## src/hw/rtl/assert_macros.svh

```systemverilog
`ifndef ASSERT_MACROS_SVH
`define ASSERT_MACROS_SVH

// same-cycle implication, sampled on clk, off while arst_n is low
`define ASSERT_IMPLY(lbl, ante, cons, msg) \
	lbl: assert property (@(posedge clk) disable iff (!arst_n) (ante) |-> (cons)) \
		else $error(msg);

// next-cycle implication
`define ASSERT_NEXT(lbl, ante, cons, msg) \
	lbl: assert property (@(posedge clk) disable iff (!arst_n) (ante) |=> (cons)) \
		else $error(msg);

`endif

```

## src/hw/rtl/isort_pkg.sv

```systemverilog
package isort_pkg;

	localparam int unsigned ValueWidth = 32;

	typedef logic signed [ValueWidth-1:0] value_t;

	typedef struct packed {
		logic ins;
		logic shift;
	} cell_ctrl_t;

endpackage

```

## src/hw/rtl/isort_cell.sv

```systemverilog
module isort_cell
	import isort_pkg::*;
(
	input  logic       clk,
	input  logic       arst_n,
	input  cell_ctrl_t ctrl,
	input  value_t     v,
	input  value_t     prev_val,
	input  logic       prev_gt,
	input  logic       prev_occ,
	input  value_t     next_val,
	input  logic       next_occ,
	output value_t     val,
	output logic       occ,
	output logic       gt
);
	value_t val_q;
	logic   occ_q;

	assign val = val_q;
	assign occ = occ_q;
	assign gt  = occ_q && (val_q > v);

	always_ff @(posedge clk or negedge arst_n) begin
		if (!arst_n) begin
			occ_q <= 1'b0;
		end else if (ctrl.shift) begin
			occ_q <= next_occ;
		end else if (ctrl.ins) begin
			occ_q <= occ_q | prev_occ;
		end
	end

	// larger entries go up one, new value at boundary; shift moves down
	always_ff @(posedge clk) begin
		if (ctrl.shift) begin
			val_q <= next_val;
		end else if (ctrl.ins) begin
			if (prev_gt) begin
				val_q <= prev_val;
			end else if (gt || !occ_q) begin
				val_q <= v;
			end
		end
	end
endmodule

```

## config.mk

```make
export PLATFORM = sky130hd
export DESIGN_NAME = isort_cell
export DESIGN_NICKNAME = d
export VERILOG_FILES = /design/src/hw/rtl/assert_macros.svh /design/src/hw/rtl/isort_pkg.sv /design/src/hw/rtl/isort_cell.sv
export SDC_FILE = /design/constraint.sdc
export NUM_CORES = 1
export LEC_CHECK = 0
export BUFFER_PORTS_ARGS = -buffer_cell sky130_fd_sc_hd__buf_4
export CELL_PAD_IN_SITES_DETAIL_PLACEMENT = 0
export CELL_PAD_IN_SITES_GLOBAL_PLACEMENT = 1
export CORE_UTILIZATION = 35
export CTS_CLUSTER_SIZE = 25
export DETAILED_ROUTE_END_ITERATION = 6
export GPL_ROUTABILITY_DRIVEN = 0
export GPL_TIMING_DRIVEN = 0
export PLACE_DENSITY_LB_ADDON = 0.1
export SLEW_MARGIN = 15
export SYNTH_ARGS = -nofsm -noshare
export SYNTH_HDL_FRONTEND = slang
export SYNTH_SLANG_ARGS = --single-unit
```

## constraint.sdc

```tcl
create_clock -name clk -period 6.77 [get_ports clk]
set_input_delay 1.0155 -clock clk [delete_from_list [all_inputs] [get_ports clk]]
set_output_delay 1.0155 -clock clk [all_outputs]
set_load 0.02 [all_outputs]
```

==> flow_summary.toml, run 1 <==
[status]
status = "complete, no violations"

[setup_path]
r2r_slack_ns = 3.65
path_max_fanout = 3
crit_path_end = "gt"
reg2reg_from = "val[11]"
rr_worst_depth = 9
worstPathCellList = "buf_4 > inv_1 > ha_1 > nand4_2 > or4_4 > a21o_1 > a311oi_1 > or3_1 > nor2_1 > nor3_1 > buf_4"
crit_cells = 11
crit_type = "in -> out"
critPathTopFamily = "simple AND/OR/NAND/NOR gates"
arrival_ns = 3.12
required_ns = 5.75
crit_start = "v[14]"
cp_slowest_cell = "or4_4"
slowest_delay_ns = 0.57
cp-end-kind = "output port"
path_buf_inv = 3
reg2reg_to = "val[0]"
critPathMostFrequentCell = "buf_4"
crit_path_start_kind = "primary input"

[floorplan]
die_h_um = 87.3
die-width_um = 87.3
die_area_um2 = 7620
initial_utilization = 0.369
boundaryPins = 137
core_um2 = 6910
rows = 30

[global_route]
grt_max_degree = 20
grt_use_total = 0.187
overflow = 0
antenna_found_initial = 0
first_global_vias = 2312
grt_pass1_wl_um = 10800

[sta]
tns_ns = 0
setup_viol = 0
max_freq_mhz = 242
fin_skew_ns = 0.0142
tightest_slew_ns = 0.803
hold_violations = 0
period_needed_ns = 4.13
maxSlewViolCount = 0
rsz0062_at_grt = "false"
period_share = 0.610
slew_headroom = 0.465

[drt]
drt_iter0_drc = 69
viasPerCell = 4.84
firstDrtPassIters = 4
vias = 2489
detail-route-antenna-nets = 0
drc = 0
wl_per_cell_um = 13.8
wl_um = 7090

[layout]
final_common_cell = "buf_4"
fill_cells = 729
drive_above_1_share = 0.352
antennaDiodeCount = 0
seqCellArea_um2 = 986
final_cell_mix = "buf_4, nand2_1, o21ai_0"
multiInputGateArea_um2 = 1400
fin_nets = 552
syn_to_final_growth_pct = 49.4
instances_no_fill = 514

[clock_tree]
cts_tree = "built"
h-tree-depth = 2
cts_setup_buffers = 0
cts_made_buffers = 5
clk_pin_slew_ns = 0.07
cts-hold-fix-buffers = 0
cts.sinks = 33
clock_latency_ns = 0.30
clockBufferDepth = 2
clock-root-buffer = "clkbuf_8"
cts_resized = 0

[power_and_ir_drop]
powerDensity_nw_per_um2 = 173
vdd_drop_max_mv = 0.0796
leakage_uw = 0.00192
total_power_uw = 659

[logic_synthesis]
ys_seq_elements = 33
yosys_warnings = 0
synth_top_area_share = 0.377
yosysSeqAreaShare = 0.387
synth_top_area_cell = "edfxtp_1"
synthDistinctLibCells = 31
syn_nets = 409
async_flop_share = 0.0303
synthFlopType = "edfxtp_1"
synth-edff-count = 32
syn_area_per_cell_um2 = 9.30
yosys-top-cells-area = "edfxtp_1, ha_1, mux2i_1, o21ai_0, nand2_1"
netlist_instances = 274
syn_area_um2 = 2550

[job]
maxCapViolCount = 0

[worst_hold_path]
hold_class = "in -> async"

[placement]
hpwl_um = 5660
dp_cells = 506
port-buffer-count = 135
-- where the power goes --
part / total [µW] / internal [µW] / switching, µW
combinational: 232 / 113 / 119
sequential: 266 / 253 / 12.5
clock: 161 / 83.1 / 78.0
total: 659 / 450 / 209
-- state kept, by name, summed over array words and instances (netlist names) --
register and flops:
val 32, occ 1
-- per-layer routing --
metal / part of all wire / track usage / wire, µm
met1: 0.44 / 0.240 / 3140
met2: 0.46 / 0.307 / 3300
met3: 0.082 / 0.0521 / 583
met4: 0.010 / 0.0551 / 73
met5: 0 / 0 / 0
-- worst min-delay path by stage --
stage | endpoint | from
finish | occ | arst_n
global placement | occ | occ
floorplan | occ | occ
CTS | occ | arst_n
detailed placement | occ | occ
global route | occ | arst_n
-- cells in the mapped netlist, types with 2 or more instances --
cell	number
nand2_1	45
nor2b_1	2
nor3_1	2
nor2_1	7
o21ai_0	37
ha_1	32
clkbuf_1	10
or4_4	2
nand4_1	3
mux2i_1	32
inv_1	35
edfxtp_1	32
a21oi_1	14
nand3_1	4
-- cell families after synthesis --
| logic type | count (synthesis) | synth area share |
|---|---|---|
| AO/OA/AOI/OAI | 59 | 0.132 |
| adder cells (fa/ha/maj) | 32 | 0.157 |
| buffers and inverters | 46 | 0.0678 |
| flip-flops | 33 | 0.387 |
| multiplexers | 32 | 0.126 |
| AND/OR/NAND/NOR | 72 | 0.130 |
-- per-stage QoR --
| step | hold WS [ns] | area, µm² | util | setup WS, ns |
|---|---|---|---|---|
| 3_5_place_dp | 0.573 | 3720 | 0.538 | 2.62 |
| 4_1_cts | 0.478 | 3810 | 0.551 | 2.62 |
| 3_3_place_gp | 0.552 | 3680 | 0.533 | 1.28 |
| 6_report | 0.489 | 3810 | 0.551 | 2.64 |
| 2_1_floorplan | 0.651 | 2550 | - | 2.39 |
| 5_1_grt | 0.478 | 3810 | 0.551 | 2.45 |
-- area by class of cell --
class	count	share of cell area
plain buffers	11	0.0108
clock buffers	8	0.0237
inverters	35	0.0345
multi-input cells	195	0.367
flip-flops and latches	33	0.259
well taps	96	0.0316
repair buffers	136	0.274
(Power assumes the default switching activity.)
==> run 2, diff against run 1 <==
--- a/config.mk
+++ b/config.mk
@@ -8,7 +8,7 @@
 export BUFFER_PORTS_ARGS = -buffer_cell sky130_fd_sc_hd__buf_4
 export CELL_PAD_IN_SITES_DETAIL_PLACEMENT = 0
 export CELL_PAD_IN_SITES_GLOBAL_PLACEMENT = 1
-export CORE_UTILIZATION = 35
+export CORE_UTILIZATION = 32
 export CTS_CLUSTER_SIZE = 25
 export DETAILED_ROUTE_END_ITERATION = 6
 export GPL_ROUTABILITY_DRIVEN = 0
==> constraint.sdc (replaced) <==
create_clock -name clk -period 3.85 [get_ports clk]
set_input_delay 0.5775 -clock clk [delete_from_list [all_inputs] [get_ports clk]]
set_output_delay 0.5775 -clock clk [all_outputs]
set_load 0.02 [all_outputs]
==> run 2 against run 1 <==
Effect of this change: highest routed layer unchanged; sequential power increased by 77%; global-route usage is 1.0 points lower; clock power is 58% higher; core utilization decreased by 5.9 points; setup slack got worse by 2.2 ns; final cell count rose by 1.2%; non-clock buffer count did not move; first-iteration DRC count fell by 20%; total power increased by 72%; register-to-register slack worse by 3.0 ns; flip-flop and latch count stayed put; combinational power up 76%; critical path type is now reg -> out.
==> flow_summary.toml, run 2 (same netlist as run 1, synthesis figures left out) <==
[setup_path]
cp-end-kind = "output port"
cp_slowest_cell = "or4_4"
slowest_delay_ns = 0.58
crit_type = "reg -> out"
required_ns = 3.27
worstPathCellList = "ha_1 > nand4_2 > or4_4 > a21o_1 > a311oi_1 > or3_1 > nor2_1 > nor3_1 > buf_4"
path_max_fanout = 3
arrival_ns = 2.81
critPathTopFamily = "simple AND/OR/NAND/NOR gates"
crit_path_start_kind = "flip-flop"
path_buf_inv = 1

[power_and_ir_drop]
clkPwrFrac = 0.225
seq_power_share = 0.414
switching_power_uw = 363
powerDensity_nw_per_um2 = 298
swShare = 0.320
comb_power_share = 0.361
p_int_uw = 771
leakage_uw = 0.00192
vdd_drop_max_mv = 0.128

[status]
status = "complete, no violations"

[drt]
drt_iter0_drc = 55
wl_per_cell_um = 13.8
drc = 0
viasPerCell = 4.66
detail-route-antenna-nets = 0
firstDrtPassIters = 4
wl_um = 7150
vias = 2424

[layout]
drive_above_1_share = 0.354
largest_register_ff_count = 32
fin_nets = 552
final_cell_mix = "buf_4, nand2_1, o21ai_0"
syn_to_final_growth_pct = 49.4
final_common_cell = "buf_4"
fin_area_um2 = 3810
antennaDiodeCount = 0

[sta]
slew_headroom = 0.475
rsz0062_at_grt = "false"
max_freq_mhz = 295
setup_ws_ns = 0.461
fin_skew_ns = 0.00360
hold_violations = 0
maxSlewViolCount = 0
period_share = 0.880
period_needed_ns = 3.39
setup_viol = 0
tightest_slew_ns = 0.788

[global_route]
first_global_vias = 2468
grt_max_degree = 18
antenna_found_initial = 0
grt_pass1_wl_um = 11600
grt_use_total = 0.177
overflow = 0

[clock_tree]
cts_resized = 0
clk_pin_slew_ns = 0.07
clockBufferDepth = 2
h-tree-depth = 2
cts_made_buffers = 5
cts-hold-fix-buffers = 0
clock-root-buffer = "clkbuf_8"
cts_setup_buffers = 0
cts_tree = "built"
cts.sinks = 33
clock_latency_ns = 0.28

[job]
maxCapViolCount = 0

[placement]
placed_cell_area_um2 = 3720
hpwl_um = 5790
port-buffer-count = 135
preCtsSetupSlack_ns = 0.336

[floorplan]
boundaryPins = 137
core_um2 = 7730
die_h_um = 91.2
rows = 32
die_area_um2 = 8320
initial_utilization = 0.330
die-width_um = 91.2

[worst_hold_path]
hold_class = "in -> async"
[run 2: cell count changes in the layout (fill, tap and decap cells not counted), sizes merged]
cell | before | now
clkinv | 0 | 2
clkbuf | 18 | 16
[run 2: area by class of cell]
class | instances | area (µm²)
buffer | 11 | 41.3
clock buffer | 6 | 72.6
clock inverter | 2 | 10.0
fill | 771 | 3920
inverter | 35 | 131
multi-input combinational | 195 | 1400
sequential | 33 | 986
tap | 102 | 128
timing repair buffer | 136 | 1040
[run 2: stage by stage]
| step | cells | hold slack (ns) | power, µW | util | TNS, ns |
|---|---|---|---|---|---|
| after global placement | 511 | 0.353 | 881 | 0.478 | -11.73 |
| after detailed placement | 512 | 0.354 | 891 | 0.482 | 0 |
| after CTS | 520 | 0.0449 | 1150 | 0.493 | 0 |
| final | 520 | 0.0551 | 1130 | 0.493 | 0 |
| after global routing | 520 | 0.0375 | 1210 | 0.493 | 0 |
| after floorplan | 274 | 0.282 | 684 | - | 0 |
[run 2: final timing paths]
| check | startpoint | cells past startpoint | slack (ns) | to |
|---|---|---|---|---|
| setup / recovery | val[13] | 9 | 0.46 | gt |
| hold / removal | arst_n | 1 | 0.06 | occ |
| setup reg to reg | val[13] | 9 | 0.61 | val[22] |
| hold reg to reg | occ | 2 | 0.61 | occ |
| max in group asynchronous | arst_n | 1 | 3.72 | occ |
| min in group clk | next_occ | 3 | 0.51 | occ |
[run 2: power by group through the flow]
stage / clock network (µW) / registers [µW] / logic [µW]
after floorplan: 0 / 524 / 160
after global placement: 0 / 477 / 404
after detailed placement: 0 / 478 / 412
after CTS: 269 / 470 / 415
after global routing: 281 / 475 / 455
final: 255 / 470 / 409
[run 2: metal layers]
layer  track usage  share of wire  routed length [µm]  up-vias
li1              -              -                   -     1256
met1         0.232           0.46                3320     1071
met2         0.289           0.46                3280       92
met3        0.0494          0.068                 484        5
met4        0.0397         0.0085                  61        0
met5             0              0                   0        -
[run 2: worst register-to-register path, delay by kind of cell (launching register included)]
kind	cells	cell delay [ns]
flip-flops	1	0.41
adder cells (fa/ha/maj)	1	0.33
buffers and inverters	1	0.23
AND/OR/NAND/NOR	4	1.40
AO/OA/AOI/OAI	3	0.59
